### config.mk
export PLATFORM = sky130hd
export DESIGN_NAME = fifo_waiter_mutex
export DESIGN_NICKNAME = d
export VERILOG_FILES = /design/src/fwm_pkg.sv /design/src/fwm_ram.sv /design/src/fwm_seq.sv /design/src/fifo_waiter_mutex.sv
export SDC_FILE = /design/constraint.sdc
export NUM_CORES = 1
export LEC_CHECK = 0
export ABC_CLOCK_PERIOD_IN_PS = 4900
export BUFFER_PORTS_ARGS = -buffer_cell sky130_fd_sc_hd__clkbuf_2
export CAP_MARGIN = 40
export CORE_ASPECT_RATIO = 0.7
export CORE_MARGIN = 2
export CORE_UTILIZATION = 41
export CTS_CLUSTER_DIAMETER = 100
export CTS_CLUSTER_SIZE = 14
export DETAILED_ROUTE_END_ITERATION = 16
export GPL_TIMING_DRIVEN = 0
export PLACE_DENSITY_LB_ADDON = 0.3
export SYNTH_ARGS = -nofsm -noshare
export SYNTH_HDL_FRONTEND = slang
export SYNTH_SLANG_ARGS = --single-unit
### constraint.sdc
create_clock -name i_clk -period 4.9 [get_ports i_clk]
set_input_delay 0.245 -clock i_clk [delete_from_list [all_inputs] [get_ports i_clk]]
set_output_delay 0.245 -clock i_clk [all_outputs]
set_load 0.005 [all_outputs]
### src/fwm_pkg.sv
// Shared types, opcodes and default sizes for the mutex with an ordered wait queue.
package fwm_pkg;

    // Fixed widths of the item fields.
    localparam int OPCODE_W = 2;
    localparam int TID_W    = 16;

    // Defaults for the top-level parameters.
    localparam int QUEUE_DEPTH_DEF    = 16;
    localparam int THREAD_ID_BITS_DEF = 16;

    // Operation codes.
    localparam logic [OPCODE_W-1:0] OP_ACQUIRE = 2'd0;
    localparam logic [OPCODE_W-1:0] OP_RELEASE = 2'd1;
    localparam logic [OPCODE_W-1:0] OP_CHECK   = 2'd2;
    localparam logic [OPCODE_W-1:0] OP_CANCEL  = 2'd3;

    // Request item.
    typedef struct packed {
        logic [OPCODE_W-1:0] opcode;
        logic [TID_W-1:0]    thread_id;
    } t_fwm_in;

    // Result item.
    typedef struct packed {
        logic             granted;
        logic             waiting;
        logic             wake_valid;
        logic [TID_W-1:0] wake_thread;
        logic             status;
    } t_fwm_out;

    // Controls from the top level to the sequencer.
    typedef struct packed {
        logic start;
        logic out_free;
    } t_fwm_ctl;

    // Status from the sequencer to the top level.
    typedef struct packed {
        logic idle;
        logic done;
    } t_fwm_stat;

endpackage

### src/fwm_ram.sv
// Generic single-write, single-read RAM with a registered read port.
module fwm_ram #(
    parameter int WIDTH = 16,
    parameter int DEPTH = 16
) (
    input  logic                     i_clk,
    input  logic                     i_we,
    input  logic [$clog2(DEPTH)-1:0] i_waddr,
    input  logic [WIDTH-1:0]         i_wdata,
    input  logic [$clog2(DEPTH)-1:0] i_raddr,
    output logic [WIDTH-1:0]         o_rdata
);

    logic [WIDTH-1:0] r_mem [DEPTH];
    logic [WIDTH-1:0] r_rdata;

    // Write port and registered read port.
    always_ff @(posedge i_clk) begin
        if (i_we) begin
            r_mem[i_waddr] <= i_wdata;
        end
        r_rdata <= r_mem[i_raddr];
    end

    assign o_rdata = r_rdata;

endmodule

### src/fwm_seq.sv
// Sequencer and queue datapath: lock flag, wait count, scan and compaction of the queue RAM.
module fwm_seq #(
    parameter int QUEUE_DEPTH    = fwm_pkg::QUEUE_DEPTH_DEF,
    parameter int THREAD_ID_BITS = fwm_pkg::THREAD_ID_BITS_DEF
) (
    input  logic              i_clk,
    input  logic              i_rst_n,
    input  fwm_pkg::t_fwm_ctl i_ctl,
    input  fwm_pkg::t_fwm_in  i_item,
    output fwm_pkg::t_fwm_stat o_stat,
    output fwm_pkg::t_fwm_out o_result
);
    import fwm_pkg::*;

    localparam int AW  = $clog2(QUEUE_DEPTH);
    localparam int CW  = $clog2(QUEUE_DEPTH + 1);
    localparam int IDW = THREAD_ID_BITS;
    localparam int KW  = (THREAD_ID_BITS < TID_W) ? THREAD_ID_BITS : TID_W;

    // Sequencer states.
    localparam logic [2:0] ST_IDLE     = 3'd0;
    localparam logic [2:0] ST_REL_RD   = 3'd1;
    localparam logic [2:0] ST_REL_CAP  = 3'd2;
    localparam logic [2:0] ST_SCAN_RD  = 3'd3;
    localparam logic [2:0] ST_SCAN_CMP = 3'd4;
    localparam logic [2:0] ST_SH_RD    = 3'd5;
    localparam logic [2:0] ST_SH_WR    = 3'd6;
    localparam logic [2:0] ST_DONE     = 3'd7;

    logic [2:0]          r_state, n_state;
    logic                r_locked, n_locked;
    logic [CW-1:0]       r_count, n_count;
    logic [OPCODE_W-1:0] r_op, n_op;
    logic [IDW-1:0]      r_id, n_id;
    logic [CW-1:0]       r_ptr, n_ptr;
    logic [CW-1:0]       r_pos, n_pos;
    logic                r_found, n_found;
    t_fwm_out            r_res, n_res;

    logic           ram_we;
    logic [AW-1:0]  ram_waddr;
    logic [IDW-1:0] ram_wdata;
    logic [AW-1:0]  ram_raddr;
    logic [IDW-1:0] ram_rdata;

    logic [IDW-1:0] id_in;
    logic [CW-1:0]  ptr_inc;
    logic           match;
    logic           last;
    logic           found_now;
    logic [CW-1:0]  pos_now;

    // Wait queue storage.
    fwm_ram #(
        .WIDTH(IDW),
        .DEPTH(QUEUE_DEPTH)
    ) u_queue (
        .i_clk  (i_clk),
        .i_we   (ram_we),
        .i_waddr(ram_waddr),
        .i_wdata(ram_wdata),
        .i_raddr(ram_raddr),
        .o_rdata(ram_rdata)
    );

    // Shared pointer increment and id compare.
    assign id_in     = IDW'(i_item.thread_id[KW-1:0]);
    assign ptr_inc   = r_ptr + CW'(1);
    assign match     = (ram_rdata == r_id);
    assign last      = (ptr_inc == r_count);
    assign found_now = r_found | match;
    assign pos_now   = r_found ? r_pos : r_ptr;

    // Next-state logic of the sequencer.
    always_comb begin
        n_state   = r_state;
        n_locked  = r_locked;
        n_count   = r_count;
        n_op      = r_op;
        n_id      = r_id;
        n_ptr     = r_ptr;
        n_pos     = r_pos;
        n_found   = r_found;
        n_res     = r_res;
        ram_we    = 1'b0;
        ram_waddr = r_count[AW-1:0];
        ram_wdata = r_id;
        ram_raddr = r_ptr[AW-1:0];

        case (r_state)
            ST_IDLE: begin
                if (i_ctl.start) begin
                    n_op    = i_item.opcode;
                    n_id    = id_in;
                    n_ptr   = '0;
                    n_pos   = '0;
                    n_found = 1'b0;
                    n_res   = '0;
                    case (i_item.opcode)
                        OP_ACQUIRE: begin
                            if (!r_locked) begin
                                n_locked      = 1'b1;
                                n_res.granted = 1'b1;
                            end else if (r_count < CW'(QUEUE_DEPTH)) begin
                                ram_we        = 1'b1;
                                ram_wdata     = id_in;
                                n_count       = r_count + CW'(1);
                                n_res.waiting = 1'b1;
                            end else begin
                                n_res.status = 1'b1;
                            end
                            n_state = ST_DONE;
                        end
                        OP_RELEASE: begin
                            if (r_count == '0) begin
                                n_locked = 1'b0;
                                n_state  = ST_DONE;
                            end else begin
                                n_state = ST_REL_RD;
                            end
                        end
                        default: begin
                            if (r_count == '0) begin
                                n_res.granted = 1'b1;
                                n_state       = ST_DONE;
                            end else begin
                                n_state = ST_SCAN_RD;
                            end
                        end
                    endcase
                end
            end

            // Read the head waiter, then remove it by compaction.
            ST_REL_RD: begin
                ram_raddr = '0;
                n_state   = ST_REL_CAP;
            end
            ST_REL_CAP: begin
                n_res.wake_valid  = 1'b1;
                n_res.wake_thread = TID_W'(ram_rdata[KW-1:0]);
                n_ptr             = '0;
                n_state           = ST_SH_RD;
            end

            // Scan the queue oldest first, one entry per read and compare.
            ST_SCAN_RD: begin
                ram_raddr = r_ptr[AW-1:0];
                n_state   = ST_SCAN_CMP;
            end
            ST_SCAN_CMP: begin
                if (r_op == OP_CHECK) begin
                    if (match) begin
                        n_res.waiting = 1'b1;
                        n_state       = ST_DONE;
                    end else if (last) begin
                        n_res.granted = 1'b1;
                        n_state       = ST_DONE;
                    end else begin
                        n_ptr   = ptr_inc;
                        n_state = ST_SCAN_RD;
                    end
                end else begin
                    // A second copy means the thread stays queued after removal.
                    if (r_found && match) begin
                        n_res.waiting = 1'b1;
                        n_ptr         = r_pos;
                        n_state       = ST_SH_RD;
                    end else if (last) begin
                        if (found_now) begin
                            n_ptr   = pos_now;
                            n_state = ST_SH_RD;
                        end else begin
                            n_res.granted = 1'b1;
                            n_state       = ST_DONE;
                        end
                    end else begin
                        n_found = found_now;
                        n_pos   = pos_now;
                        n_ptr   = ptr_inc;
                        n_state = ST_SCAN_RD;
                    end
                end
            end

            // Close the gap at r_ptr: move each later entry down by one.
            ST_SH_RD: begin
                if (ptr_inc == r_count) begin
                    n_count = r_count - CW'(1);
                    n_state = ST_DONE;
                end else begin
                    ram_raddr = ptr_inc[AW-1:0];
                    n_state   = ST_SH_WR;
                end
            end
            ST_SH_WR: begin
                ram_we    = 1'b1;
                ram_waddr = r_ptr[AW-1:0];
                ram_wdata = ram_rdata;
                n_ptr     = ptr_inc;
                n_state   = ST_SH_RD;
            end

            // Hold the result until the output register can take it.
            ST_DONE: begin
                if (i_ctl.out_free) begin
                    n_state = ST_IDLE;
                end
            end

            default: begin
                n_state = ST_IDLE;
            end
        endcase
    end

    // Control registers.
    always_ff @(posedge i_clk) begin
        if (!i_rst_n) begin
            r_state  <= ST_IDLE;
            r_locked <= 1'b0;
            r_count  <= '0;
        end else begin
            r_state  <= n_state;
            r_locked <= n_locked;
            r_count  <= n_count;
        end
    end

    // Working registers of the current item.
    always_ff @(posedge i_clk) begin
        r_op    <= n_op;
        r_id    <= n_id;
        r_ptr   <= n_ptr;
        r_pos   <= n_pos;
        r_found <= n_found;
        r_res   <= n_res;
    end

    assign o_stat.idle = (r_state == ST_IDLE);
    assign o_stat.done = (r_state == ST_DONE);
    assign o_result    = r_res;

endmodule

### src/fifo_waiter_mutex.sv
// One item at a time: release, check and cancel may walk the queue through the RAM's single
// read port, scanning or compacting entry by entry; ready returns once the result is stored.
// Reset (synchronous, active low) frees the lock and empties the queue; queue contents are
// left as they are and only entries below the wait count are ever read.
module fifo_waiter_mutex #(
    parameter int QUEUE_DEPTH    = fwm_pkg::QUEUE_DEPTH_DEF,
    parameter int THREAD_ID_BITS = fwm_pkg::THREAD_ID_BITS_DEF
) (
    input  logic              i_clk,
    input  logic              i_rst_n,
    input  logic              i_in_valid,
    output logic              o_in_ready,
    input  fwm_pkg::t_fwm_in  i_in_data,
    output logic              o_out_valid,
    input  logic              i_out_ready,
    output fwm_pkg::t_fwm_out o_out_data
);
    import fwm_pkg::*;

    t_fwm_ctl  ctl;
    t_fwm_stat stat;
    t_fwm_out  result;
    logic      out_free;
    logic      r_out_valid;
    t_fwm_out  r_out_data;

    // Handshake glue around the sequencer.
    assign out_free     = !r_out_valid || i_out_ready;
    assign ctl.start    = i_in_valid && stat.idle;
    assign ctl.out_free = out_free;
    assign o_in_ready   = stat.idle;

    fwm_seq #(
        .QUEUE_DEPTH   (QUEUE_DEPTH),
        .THREAD_ID_BITS(THREAD_ID_BITS)
    ) u_seq (
        .i_clk   (i_clk),
        .i_rst_n (i_rst_n),
        .i_ctl   (ctl),
        .i_item  (i_in_data),
        .o_stat  (stat),
        .o_result(result)
    );

    // Output register: loaded when the sequencer finishes and the slot is free.
    always_ff @(posedge i_clk) begin
        if (!i_rst_n) begin
            r_out_valid <= 1'b0;
        end else if (stat.done && out_free) begin
            r_out_valid <= 1'b1;
        end else if (i_out_ready) begin
            r_out_valid <= 1'b0;
        end
    end

    always_ff @(posedge i_clk) begin
        if (stat.done && out_free) begin
            r_out_data <= result;
        end
    end

    assign o_out_valid = r_out_valid;
    assign o_out_data  = r_out_data;

endmodule

## Word-level counts from Yosys, hierarchy flattened

Memories as Yosys holds them, arrays and structs flattened. A register that Yosys moved wholly into a read port is not among the register bits.
Cells that the tools add are included.

- Logic and storage cells: 152
- Bits of input ports: 22
- Memories kept: 1
- Bits in writable memories: 256
- Output and inout bits: 22
- Register bits: 79

- Mux-type cells: 73
- Reduce and logical (&&, ||, !) cells: 25
- Bitwise gates (word level): 1
- Eq/ne operators: 29
- Magnitude comparators: 1
- $add $sub $neg: 3

Memories:

| memory | depth | width | read ports | clocked after Yosys merged registers in | write ports | RTL line | text |
|---|---|---|---|---|---|---|---|
| u_seq.u_queue.r_mem | 16 | 16 | 1 | 1 | 1 | fwm_ram.sv:14 | `logic [WIDTH-1:0] r_mem [DEPTH];` |

Operators by type and width:

| kind | number |
|---|---|
| 5-bit 2-to-1 mux | 16 |
| 16-bit 2-to-1 mux | 4 |
| 17-bit one-hot mux with 2 select lines | 1 |
| 16-bit one-hot mux with 2 select lines | 1 |
| 3-bit 2-to-1 mux | 9 |
| 1-bit 2-to-1 mux | 26 |
| 3-bit one-hot mux with 7 select lines | 1 |
| 20-bit 2-to-1 mux | 1 |
| 5-bit one-hot mux with 2 select lines | 2 |
| 5-bit one-hot mux with 4 select lines | 1 |
| 16-bit equality test | 1 |
| 2-bit by 1-bit inequality test with 1-bit output (second input constant) | 8 |
| 3-bit equality test (second input constant) | 4 |
| 6-bit AND reduction | 2 |
| 5-bit by 1-bit adder with 5-bit output (second input constant) | 2 |
| 5-bit AND reduction | 2 |
| 2-bit nonzero test | 5 |
| 3-bit inequality test (second input constant) | 3 |
| 4-bit 2-to-1 mux | 2 |
| 1-bit one-hot mux with 2 select lines | 4 |
| 4-bit one-hot mux with 2 select lines | 1 |
| 2-bit AND reduction | 4 |
| 4-bit AND reduction | 2 |
| 3-bit by 2-bit equality test with 1-bit output (second input constant) | 2 |
| 22 further kinds | 28 |

## Logic depth before layout (Yosys ltp)

Gate-level depths: netlist (run 1).

- Depth in word-level cells: 8
- Mapped depth: 11

## By module

From an unflattened synthesis (run 1), not the netlist that was laid out.

- Cells, all modules: 808
- Area total of the unflattened synthesis: 14331.2 µm²

Modules (own cells, without submodules):

| module | times used | cells each | seq. area each (µm²) | area an instance (µm²) |
|---|---|---|---|---|
| fwm_ram | 1 | 432 | 8007.7 | 10042.1 |
| fwm_seq | 1 | 350 | 1651.6 | 3624.7 |
| fifo_waiter_mutex | 1 | 26 | 620.6 | 664.4 |

## Worst setup path after synthesis (run 1)

Ideal clock, no wire load.

- Kind: register to register
- Start: register u_seq.r_ptr[0]
- End: register u_seq.u_queue.r_rdata[14], in the netlist u_seq.u_queue.o_rdata[14] (read register of u_seq.u_queue.r_mem)
- Data required time: 4.784 ns
- Path slack: 2.013 ns
- Clock period less this slack: 2.887 ns
- Data arrival time: 2.771 ns
- Stages on the path, launching flop included: 10
- Library setup time: 0.116 ns
- Path buffers: 1
- Path through: edfxtp_1 ha_1 xnor2_1 nand3_1 o41a_1 o21ai_1 buf_4 mux4_2 or3b_1 and4_1

- Cells in the longest elaborated chain, start to end: 4

Ends and longest elaborated chain:

| element | RTL line | text |
|---|---|---|
| start: declaration | fwm_seq.sv:35 | `logic [CW-1:0] r_ptr, n_ptr;` |
| start signal: assignment | fwm_seq.sv:234 | `r_ptr <= n_ptr;` |
| 5-bit by 1-bit adder with 5-bit output | fwm_seq.sv:68 | `assign ptr_inc = r_ptr + CW'(1);` |
| 5-bit equality test | fwm_seq.sv:188 | `if (ptr_inc == r_count) begin` |
| 4-bit 2-to-1 mux | fwm_seq.sv:188 |  |
| 4-bit one-hot mux with 2 select lines (*) | fwm_seq.sv:90 | `case (r_state)` |
| end: declaration | fwm_ram.sv:15 | `logic [WIDTH-1:0] r_rdata;` |

Every way passes the cells marked *; elsewhere a longest branch is shown, timed or not.
A chain may end at the register's enable or synchronous reset.

## Final worst setup path (run 1)

- Start: register u_seq.r_ptr[0]
- End: register u_seq.u_queue.r_rdata[4], in the netlist u_seq.u_queue.o_rdata[4] (read register of u_seq.u_queue.r_mem)

Same word-level chain as after synthesis.

==> results_dict.tcl, run 1 <==
set metrics [dict create \
    status "completed" \
    yosys_warnings 0 \
    required_ps 5380 \
    clockRootBuffer "clkbuf_16" \
    clock_latency_ps 570 \
    clkPwrFrac_pct 27.1 \
    worst_slack_ps 1096 \
    total_leakage_power_nw 5.388 \
    rsz0062_at_grt "no" \
    crit_arrival_ps 4290 \
    nNetsFinal 1108 \
    drc 0 \
    synthArstFlopShare_pct 0 \
    fin_setup_tns_ps 0 \
    drive_above_1_share_pct 14.29 \
    holdPathEnd "u_seq.r_count[0]" \
    reg2reg_slack_ps 1100 \
    r2r_cells 10 \
    crit_path_start "u_seq.r_ptr[0]" \
    num_vias 8732 \
    setup_violations 0 \
    synth.yosys.seq_area_share_pct 71.07 \
    rows 57 \
    wl_mm 33.73 \
    placedCellCount 1504 \
    cts_buffers 29 \
    synth_edf_count 325 \
    r2r-start "u_seq.r_ptr[0]" \
    h-tree-depth 1 \
    preCtsSetupSlack_ps 1279 \
    port_buffers 43 \
    nFillCells 3013 \
    end_kind "flip-flop" \
    clock_sinks 351 \
    synth.distinct_cells 68 \
    r2r_end "u_seq.u_queue.o_rdata[4]" \
    diodes 0 \
    antenna_found_initial 4 \
    syn_nets 995 \
    grt_pass1_wl_mm 51.10 \
    fp.dieH_um 161.2 \
    cellPowerDensity_mw_per_mm2 466.0 \
    coreArea_sq_mm 0.03473 \
    gr-usage-all-layers_pct 18.32 \
    cts_tree "yes" \
    grt_max_degree 20 \
    clockBufferDepth 3 \
    p_int_mw 5.300 \
    slew_viol_final 0 \
    num_io_pins 44 \
    netlist_area_sq_mm 0.01447 \
    fin_crit_ps 3804 \
    avgRoutedWirePerCell_um 21.56 \
    post-route-period-util_pct 77.64 \
    whs_path_depth 2 \
    start_kind "flip-flop" \
    vias_per_cell 5.583 \
    finalNonFillerCells 1564 \
    slew_headroom_pct 39.73 \
    drt-pass1-iter-count 5 \
    irDropWorstVdd_mv 0.2846 \
    p_comb_share_pct 25.0 \
    min_path_type "primary input to flip-flop" \
    start_util_pct 41.65 \
    gp_congestion 0.8756 \
    swShare_pct 31.20 \
    dp_hpwl_mm 23.57 \
    finalHoldViolations 0 \
    cp_max_fo 10 \
    tightest_slew_ps 899.8 \
    switchingPower_mw 2.403 \
    p_total_mw 7.703 \
    drt_iter0_markers 1065 \
    cts-resized-gates 0 \
    hold_ws_ps 28.08 \
    hold_start "i_rst_n" \
    ys_ff_latch 351 \
    area_growth_pct 14.29 \
    synth_ff_type "edfxtp_1" \
    fmax_mhz 262.9 \
    synth_cells 968 \
    critical_path_class "flip-flop to flip-flop" \
    maxCapViolCount 0 \
    cts.clk_slew.worst_paths_ps 80 \
    seqPwrFrac_pct 47.8 \
    antenna_left 0 \
    grt_pass1_vias 8154 \
    die_area_sq_mm 0.03682 \
    avgSynthCellArea_sq_um 14.94 \
    die_x_um 228.5 \
    fin_skew_ps 23.83 \
    grt_overflow 0 \
]
## cells by family after synthesis
logic type	synth area share [%]
compound gates	8.088
xor+xnor	2.197
fa+ha+maj	0.5536
buf+inv	2.249
flops	71.07
mux	5.986
simple gates	9.861
## through the flow
| stage | instance area, sq um | utilization, % |
|---|---|---|
| floorplan | 14470 | - |
| global placement | 15270 | 43.97 |
| detailed placement | 15560 | 44.81 |
| CTS | 16530 | 47.60 |
| global route | 16530 | 47.60 |
| finish | 16530 | 47.60 |
## cell usage after synthesis (5+ instances only)
library cell / number / share of area, %
edfxtp_1: 325 / 67
mux2i_1: 82 / 5.7
nand2_1: 82 / 2.1
nand3_1: 68 / 2.4
nor2_1: 44 / 1.1
o2111ai_1: 31 / 1.9
dfxtp_1: 26 / 3.6
clkbuf_1: 25 / 0.65
xnor2_1: 24 / 1.5
a22oi_1: 22 / 1.1
a32oi_1: 18 / 1.1
and2_1: 18 / 0.78
buf_2: 17 / 0.59
o21ai_0: 17 / 0.59
and4_1: 16 / 0.97
a31oi_1: 12 / 0.52
a21oi_1: 11 / 0.38
a22oi_2: 10 / 0.86
nor3_1: 9 / 0.31
inv_1: 8 / 0.21
nor2b_1: 8 / 0.35
nand2b_1: 7 / 0.30
xor2_1: 6 / 0.36
buf_1: 5 / 0.13
buf_4: 5 / 0.26
nand4_1: 5 / 0.22
## registers in the layout (all words and copies together) (netlist names)
name	cells
u_seq.u_queue.o_rdata	16
o_out_data	20
u_seq.r_locked	1
u_seq.r_ptr	5
o_out_valid	1
u_seq.o_result	20
u_seq.r_op	2
u_seq.u_queue.r_mem	256
u_seq.r_id	16
u_seq.r_state	3
u_seq.r_found	1
u_seq.r_count	5
u_seq.r_pos	5
## critical path, cell delays in order, from the launching register on
cell       delay [ps]
edfxtp_1          470
ha_1              350
nand3_1           210
xnor2_1           450
o41a_1            240
o21a_1            120
clkbuf_1          540
buf_1             530
nand3_1           160
o2111ai_1         280
and4_1            350
## worst max path at each step
| stage | end | slack, ps | cells past startpoint |
|---|---|---|---|
| floorplan | u_seq.u_queue.o_rdata[14] | 2010 | 9 |
| global placement | u_seq.u_queue.r_mem[14][7] | 920 | 8 |
| detailed placement | u_seq.u_queue.o_rdata[12] | 1280 | 10 |
| CTS | u_seq.u_queue.o_rdata[6] | 1210 | 10 |
| global route | u_seq.u_queue.o_rdata[12] | 1000 | 10 |
| finish | u_seq.u_queue.o_rdata[4] | 1100 | 10 |
## final cells by class
cell class	count	area, sq um	share of cell area [%]
clock buffers	41	770.7	4.662
repair buffers	82	650.6	3.936
clock inverters	1	16.27	0.09839
multi-input cells	552	3899	23.58
flip-flops and latches	351	10280	62.18
plain buffers	57	295.3	1.786
well taps	472	590.6	3.572
inverters	8	30.03	0.1816
## placed cells by master, fill, tap and decap left out, types with 17 or more instances in the layout
cell,netlist,layout
a32oi_1,18,18
edfxtp_1,325,325
o2111ai_1,31,31
clkbuf_2,0,43
dfxtp_1,26,26
nand3_1,68,68
nor2_1,44,31
buf_2,17,17
and2_1,18,18
a22oi_1,22,22
nand2_1,82,82
clkbuf_16,0,29
mux2i_1,82,82
dlygate4sd3_1,0,18
clkbuf_1,25,37
xnor2_1,24,24
## power by group through the flow
stage | clock, mW | combinational, mW | sequential [mW]
floorplan | 0 | 1.25 | 3.71
global placement | 0 | 1.85 | 3.75
detailed placement | 0 | 1.90 | 3.75
CTS | 2.12 | 1.91 | 3.68
global route | 2.23 | 2.07 | 3.70
finish | 2.09 | 1.93 | 3.68
## timing repair
action | 4_1_cts | 5_1_grt
hold endpoints to repair | 18 | 0
hold buffers | 18 | 0
setup buffers | 0 | 0
## layer usage
metal | up-vias | GRT usage, % | wire length (um)
li1 | 3987 | - | -
met1 | 4350 | 30.39 | 17090
met2 | 355 | 24.83 | 13420
met3 | 38 | 3.072 | 2689
met4 | 2 | 3.624 | 512
met5 | - | 0 | 13
Power figures use the tool's default switching activity.
==> run 2: changes to the inputs <==
--- a/config.mk
+++ b/config.mk
@@ -5,7 +5,8 @@
 export SDC_FILE = /design/constraint.sdc
 export NUM_CORES = 1
 export LEC_CHECK = 0
-export ABC_CLOCK_PERIOD_IN_PS = 4900
+export ABC_AREA = 1
+export ABC_CLOCK_PERIOD_IN_PS = 3700
 export BUFFER_PORTS_ARGS = -buffer_cell sky130_fd_sc_hd__clkbuf_2
 export CAP_MARGIN = 40
 export CORE_ASPECT_RATIO = 0.7
==> constraint.sdc (replaced) <==
create_clock -name i_clk -period 3.7 [get_ports i_clk]
set_input_delay 0.185 -clock i_clk [delete_from_list [all_inputs] [get_ports i_clk]]
set_output_delay 0.185 -clock i_clk [all_outputs]
set_load 0.005 [all_outputs]
==> run 2 against run 1 <==
Net effect: global-route usage up 4.7 points; core utilization up 0.56 points; first-iteration DRC count up 63%; synthesized cell count up 63%; die area up 11%; maximum frequency up 14%; register-to-register slack worse by 740 ps; area after synthesis up 11%; sequential power up 54%; non-clock buffer count up 47; largest cell class unchanged; largest power group is now combinational cells.
==> results_dict.tcl, run 2 <==
set metrics [dict create \
    seqPwrFrac_pct 36.0 \
    cts.clk_slew.worst_paths_ps 70 \
    nFillCells 3453 \
    wl_mm 46.88 \
    yosys_warnings 0 \
    yosys-top-cells-area "edfxtp_1 (61%), inv_1 (7.7%), nand3_1 (7.4%)" \
    grt-busiest-layer "met1" \
    antenna_found_initial 0 \
    min_path_type "primary input to flip-flop" \
    port_buffers 43 \
    fin_crit_ps 3345 \
    avgSynthCellArea_sq_um 10.21 \
    yosys.area.top_type "edfxtp_1" \
    tightest_slew_ps 890.2 \
    grtUsageMet3_pct 6.100 \
    globalRouteMet1Util_pct 36.63 \
    grt_max_degree 25 \
    ys_ff_latch 351 \
    fp.dieH_um 169.6 \
    clock_latency_ps 580 \
    r2r_end "u_seq.u_queue.r_mem[12][4]" \
    switchingPower_mw 6.927 \
    synth_ff_type "edfxtp_1" \
    rows 60 \
    cp_max_fo 12 \
    r2r-start "u_seq.r_state[1]" \
    vias_per_cell 5.417 \
    grtUsageMet2_pct 30.35 \
    whs_path_depth 6 \
    h-tree-depth 1 \
    clockRootBuffer "clkbuf_16" \
    placedCellCount 2179 \
    synth.yosys.seq_area_share_pct 63.98 \
    clockBufferDepth 3 \
    synth_common_cells "inv_1 (328), edfxtp_1 (325), nand3_1 (238)" \
    post-route-period-util_pct 90.41 \
    nNetsFinal 1731 \
    cellPowerDensity_mw_per_mm2 850.3 \
    syn_nets 1601 \
    p_int_mw 8.843 \
    slew_viol_final 0 \
    hold_ws_ps 94.09 \
    largest-register "u_seq.u_queue.r_mem" \
    final_cell_mix "inv_1 (328), edfxtp_1 (325), nand3_1 (238)" \
    total_leakage_power_nw 7.703 \
    setup_violations 0 \
    finalNonFillerCells 2240 \
    grt_overflow 0 \
    slew_headroom_pct 40.65 \
    clock_sinks 351 \
    cts_tree "yes" \
    p_comb_share_pct 46.1 \
    maxCapViolCount 0 \
    irDropWorstVdd_mv 0.4031 \
    yosysMostFrequentCell "inv_1" \
    finalHoldViolations 0 \
    fmax_mhz 298.9 \
    cts_buffers 29 \
    grt_pass1_vias 11210 \
    end_kind "flip-flop" \
    netlist_area_sq_mm 0.01607 \
    swShare_pct 43.92 \
    crit_arrival_ps 3630 \
    grt_pass1_wl_mm 69.25 \
    synth_edf_count 325 \
    preCtsSetupSlack_ps 122.1 \
    synthArstFlopShare_pct 0 \
    drt_iter0_markers 1732 \
    r2r_cells 10 \
    rsz0062_at_grt "no" \
    num_io_pins 44 \
    required_ps 3980 \
    diodes 0 \
    synth_cells 1574 \
    placed_cell_area_sq_mm 0.01756 \
    hold_start "i_out_ready" \
    gp_congestion 0.8933 \
    final_common_cell "inv_1" \
    dp_hpwl_mm 34.08 \
    synth.distinct_cells 41 \
    die_area_sq_mm 0.04082 \
    clkPwrFrac_pct 17.9 \
    worst_slack_ps 354.7 \
    start_util_pct 41.72 \
    avgRoutedWirePerCell_um 20.93 \
    largest_reg_flops 256 \
    fin_skew_ps 20.38 \
    num_vias 12140 \
    antenna_left 0 \
    drt-pass1-iter-count 6 \
    gr-usage-all-layers_pct 23.03 \
    final_area_sq_mm 0.01855 \
    area_growth_pct 15.43 \
    holdPathEnd "u_seq.r_state[0]" \
    status "completed" \
    reg2reg_slack_ps 350 \
    drive_above_1_share_pct 13.66 \
    coreArea_sq_mm 0.03851 \
    critical_path_class "flip-flop to flip-flop" \
    start_kind "flip-flop" \
    drc 0 \
    die_x_um 240.6 \
    yosysTopAreaCellShare_pct 60.74 \
]
[run 2: cell types whose count changed after synthesis, moves of 22 or more]
| cell | previous run | this run |
|---|---|---|
| nor2_1 | 44 | 69 |
| inv_1 | 8 | 328 |
| nand2_1 | 82 | 213 |
| nand4_1 | 5 | 136 |
| o21ai_0 | 17 | 39 |
| mux2i_1 | 82 | 0 |
| nand3_1 | 68 | 238 |
| a21oi_1 | 11 | 33 |
| buf_2 | 17 | 53 |
| a22oi_1 | 22 | 0 |
| o2111ai_1 | 31 | 0 |
[run 2: logic make-up after synthesis]
group / count (synthesis) / share of synthesized area [%]
DFF: 351 / 63.98
buffers and inverters: 424 / 10.61
adders and majority gates: 5 / 0.4361
and+or+nand+nor: 673 / 20.13
AOI/OAI and AO/OA: 108 / 4.143
xor gates and xnor gates: 13 / 0.7086
[run 2: how the worst max path moves through the flow]
stage	from	to	cells after the start
CTS	u_seq.r_state[1]	u_seq.u_queue.r_mem[4][1]	10
floorplan	u_seq.r_state[2]	o_out_data[0]	2
global route	u_seq.r_state[1]	u_seq.u_queue.r_mem[4][1]	10
global placement	u_seq.r_state[1]	u_seq.u_queue.r_mem[3][1]	9
detailed placement	u_seq.r_state[1]	u_seq.u_queue.r_mem[4][5]	10
finish	u_seq.r_state[1]	u_seq.u_queue.r_mem[12][4]	10
[run 2: power groups by stage]
stage	sequential, mW	combinational (mW)	clock, mW
4_1_cts	5.67	7.04	2.85
2_1_floorplan	5.70	3.94	0
3_5_place_dp	5.75	7.00	0
5_1_grt	5.71	7.80	2.99
6_report	5.68	7.27	2.82
3_3_place_gp	5.82	6.42	0
[run 2: through the flow]
step	setup TNS, ps	util (%)	total power [mW]
2_1_floorplan	0	-	9.635
3_3_place_gp	-190050	43.99	12.24
3_5_place_dp	0	45.58	12.75
4_1_cts	0	48.14	15.56
5_1_grt	0	48.16	16.51
6_report	0	48.16	15.77
[run 2: layout make-up]
type / instances / area (sq um) / share of cell area [%]
repair buffers: 98 / 882.1 / 4.756
multi-input cells: 800 / 4237 / 22.84
clock inverters: 2 / 25.02 / 0.1349
flip-flops and latches: 351 / 10280 / 55.43
well taps: 527 / 659.4 / 3.555
inverters: 336 / 1262 / 6.807
plain buffers: 88 / 441.7 / 2.381
clock buffers: 38 / 759.5 / 4.095
[run 2: repair_timing]
item                                    in CTS  in global routing
setup buffers                                0                  0
gates resized for setup                      0                  0
endpoints found under the setup margin       0                 89
hold buffers                                20                  0
hold endpoints to repair                    28                  0
[run 2: worst max-delay path, stage by stage (launching register included)]
cell      delay, ps
dfxtp_1         370
nor2_1          180
inv_1            90
nor2_2          220
inv_2           180
nor2_4          390
nand4_2         330
nand2_1         260
nand3b_1        260
nor2_2          530
buf_6           250
[run 2: per-layer routing]
layer  routed length [um]  up-vias
met4                 1193        0
met1                21690     5791
met5                    0        -
met3                 5825       66
met2                18170      666
li1                     -     5612
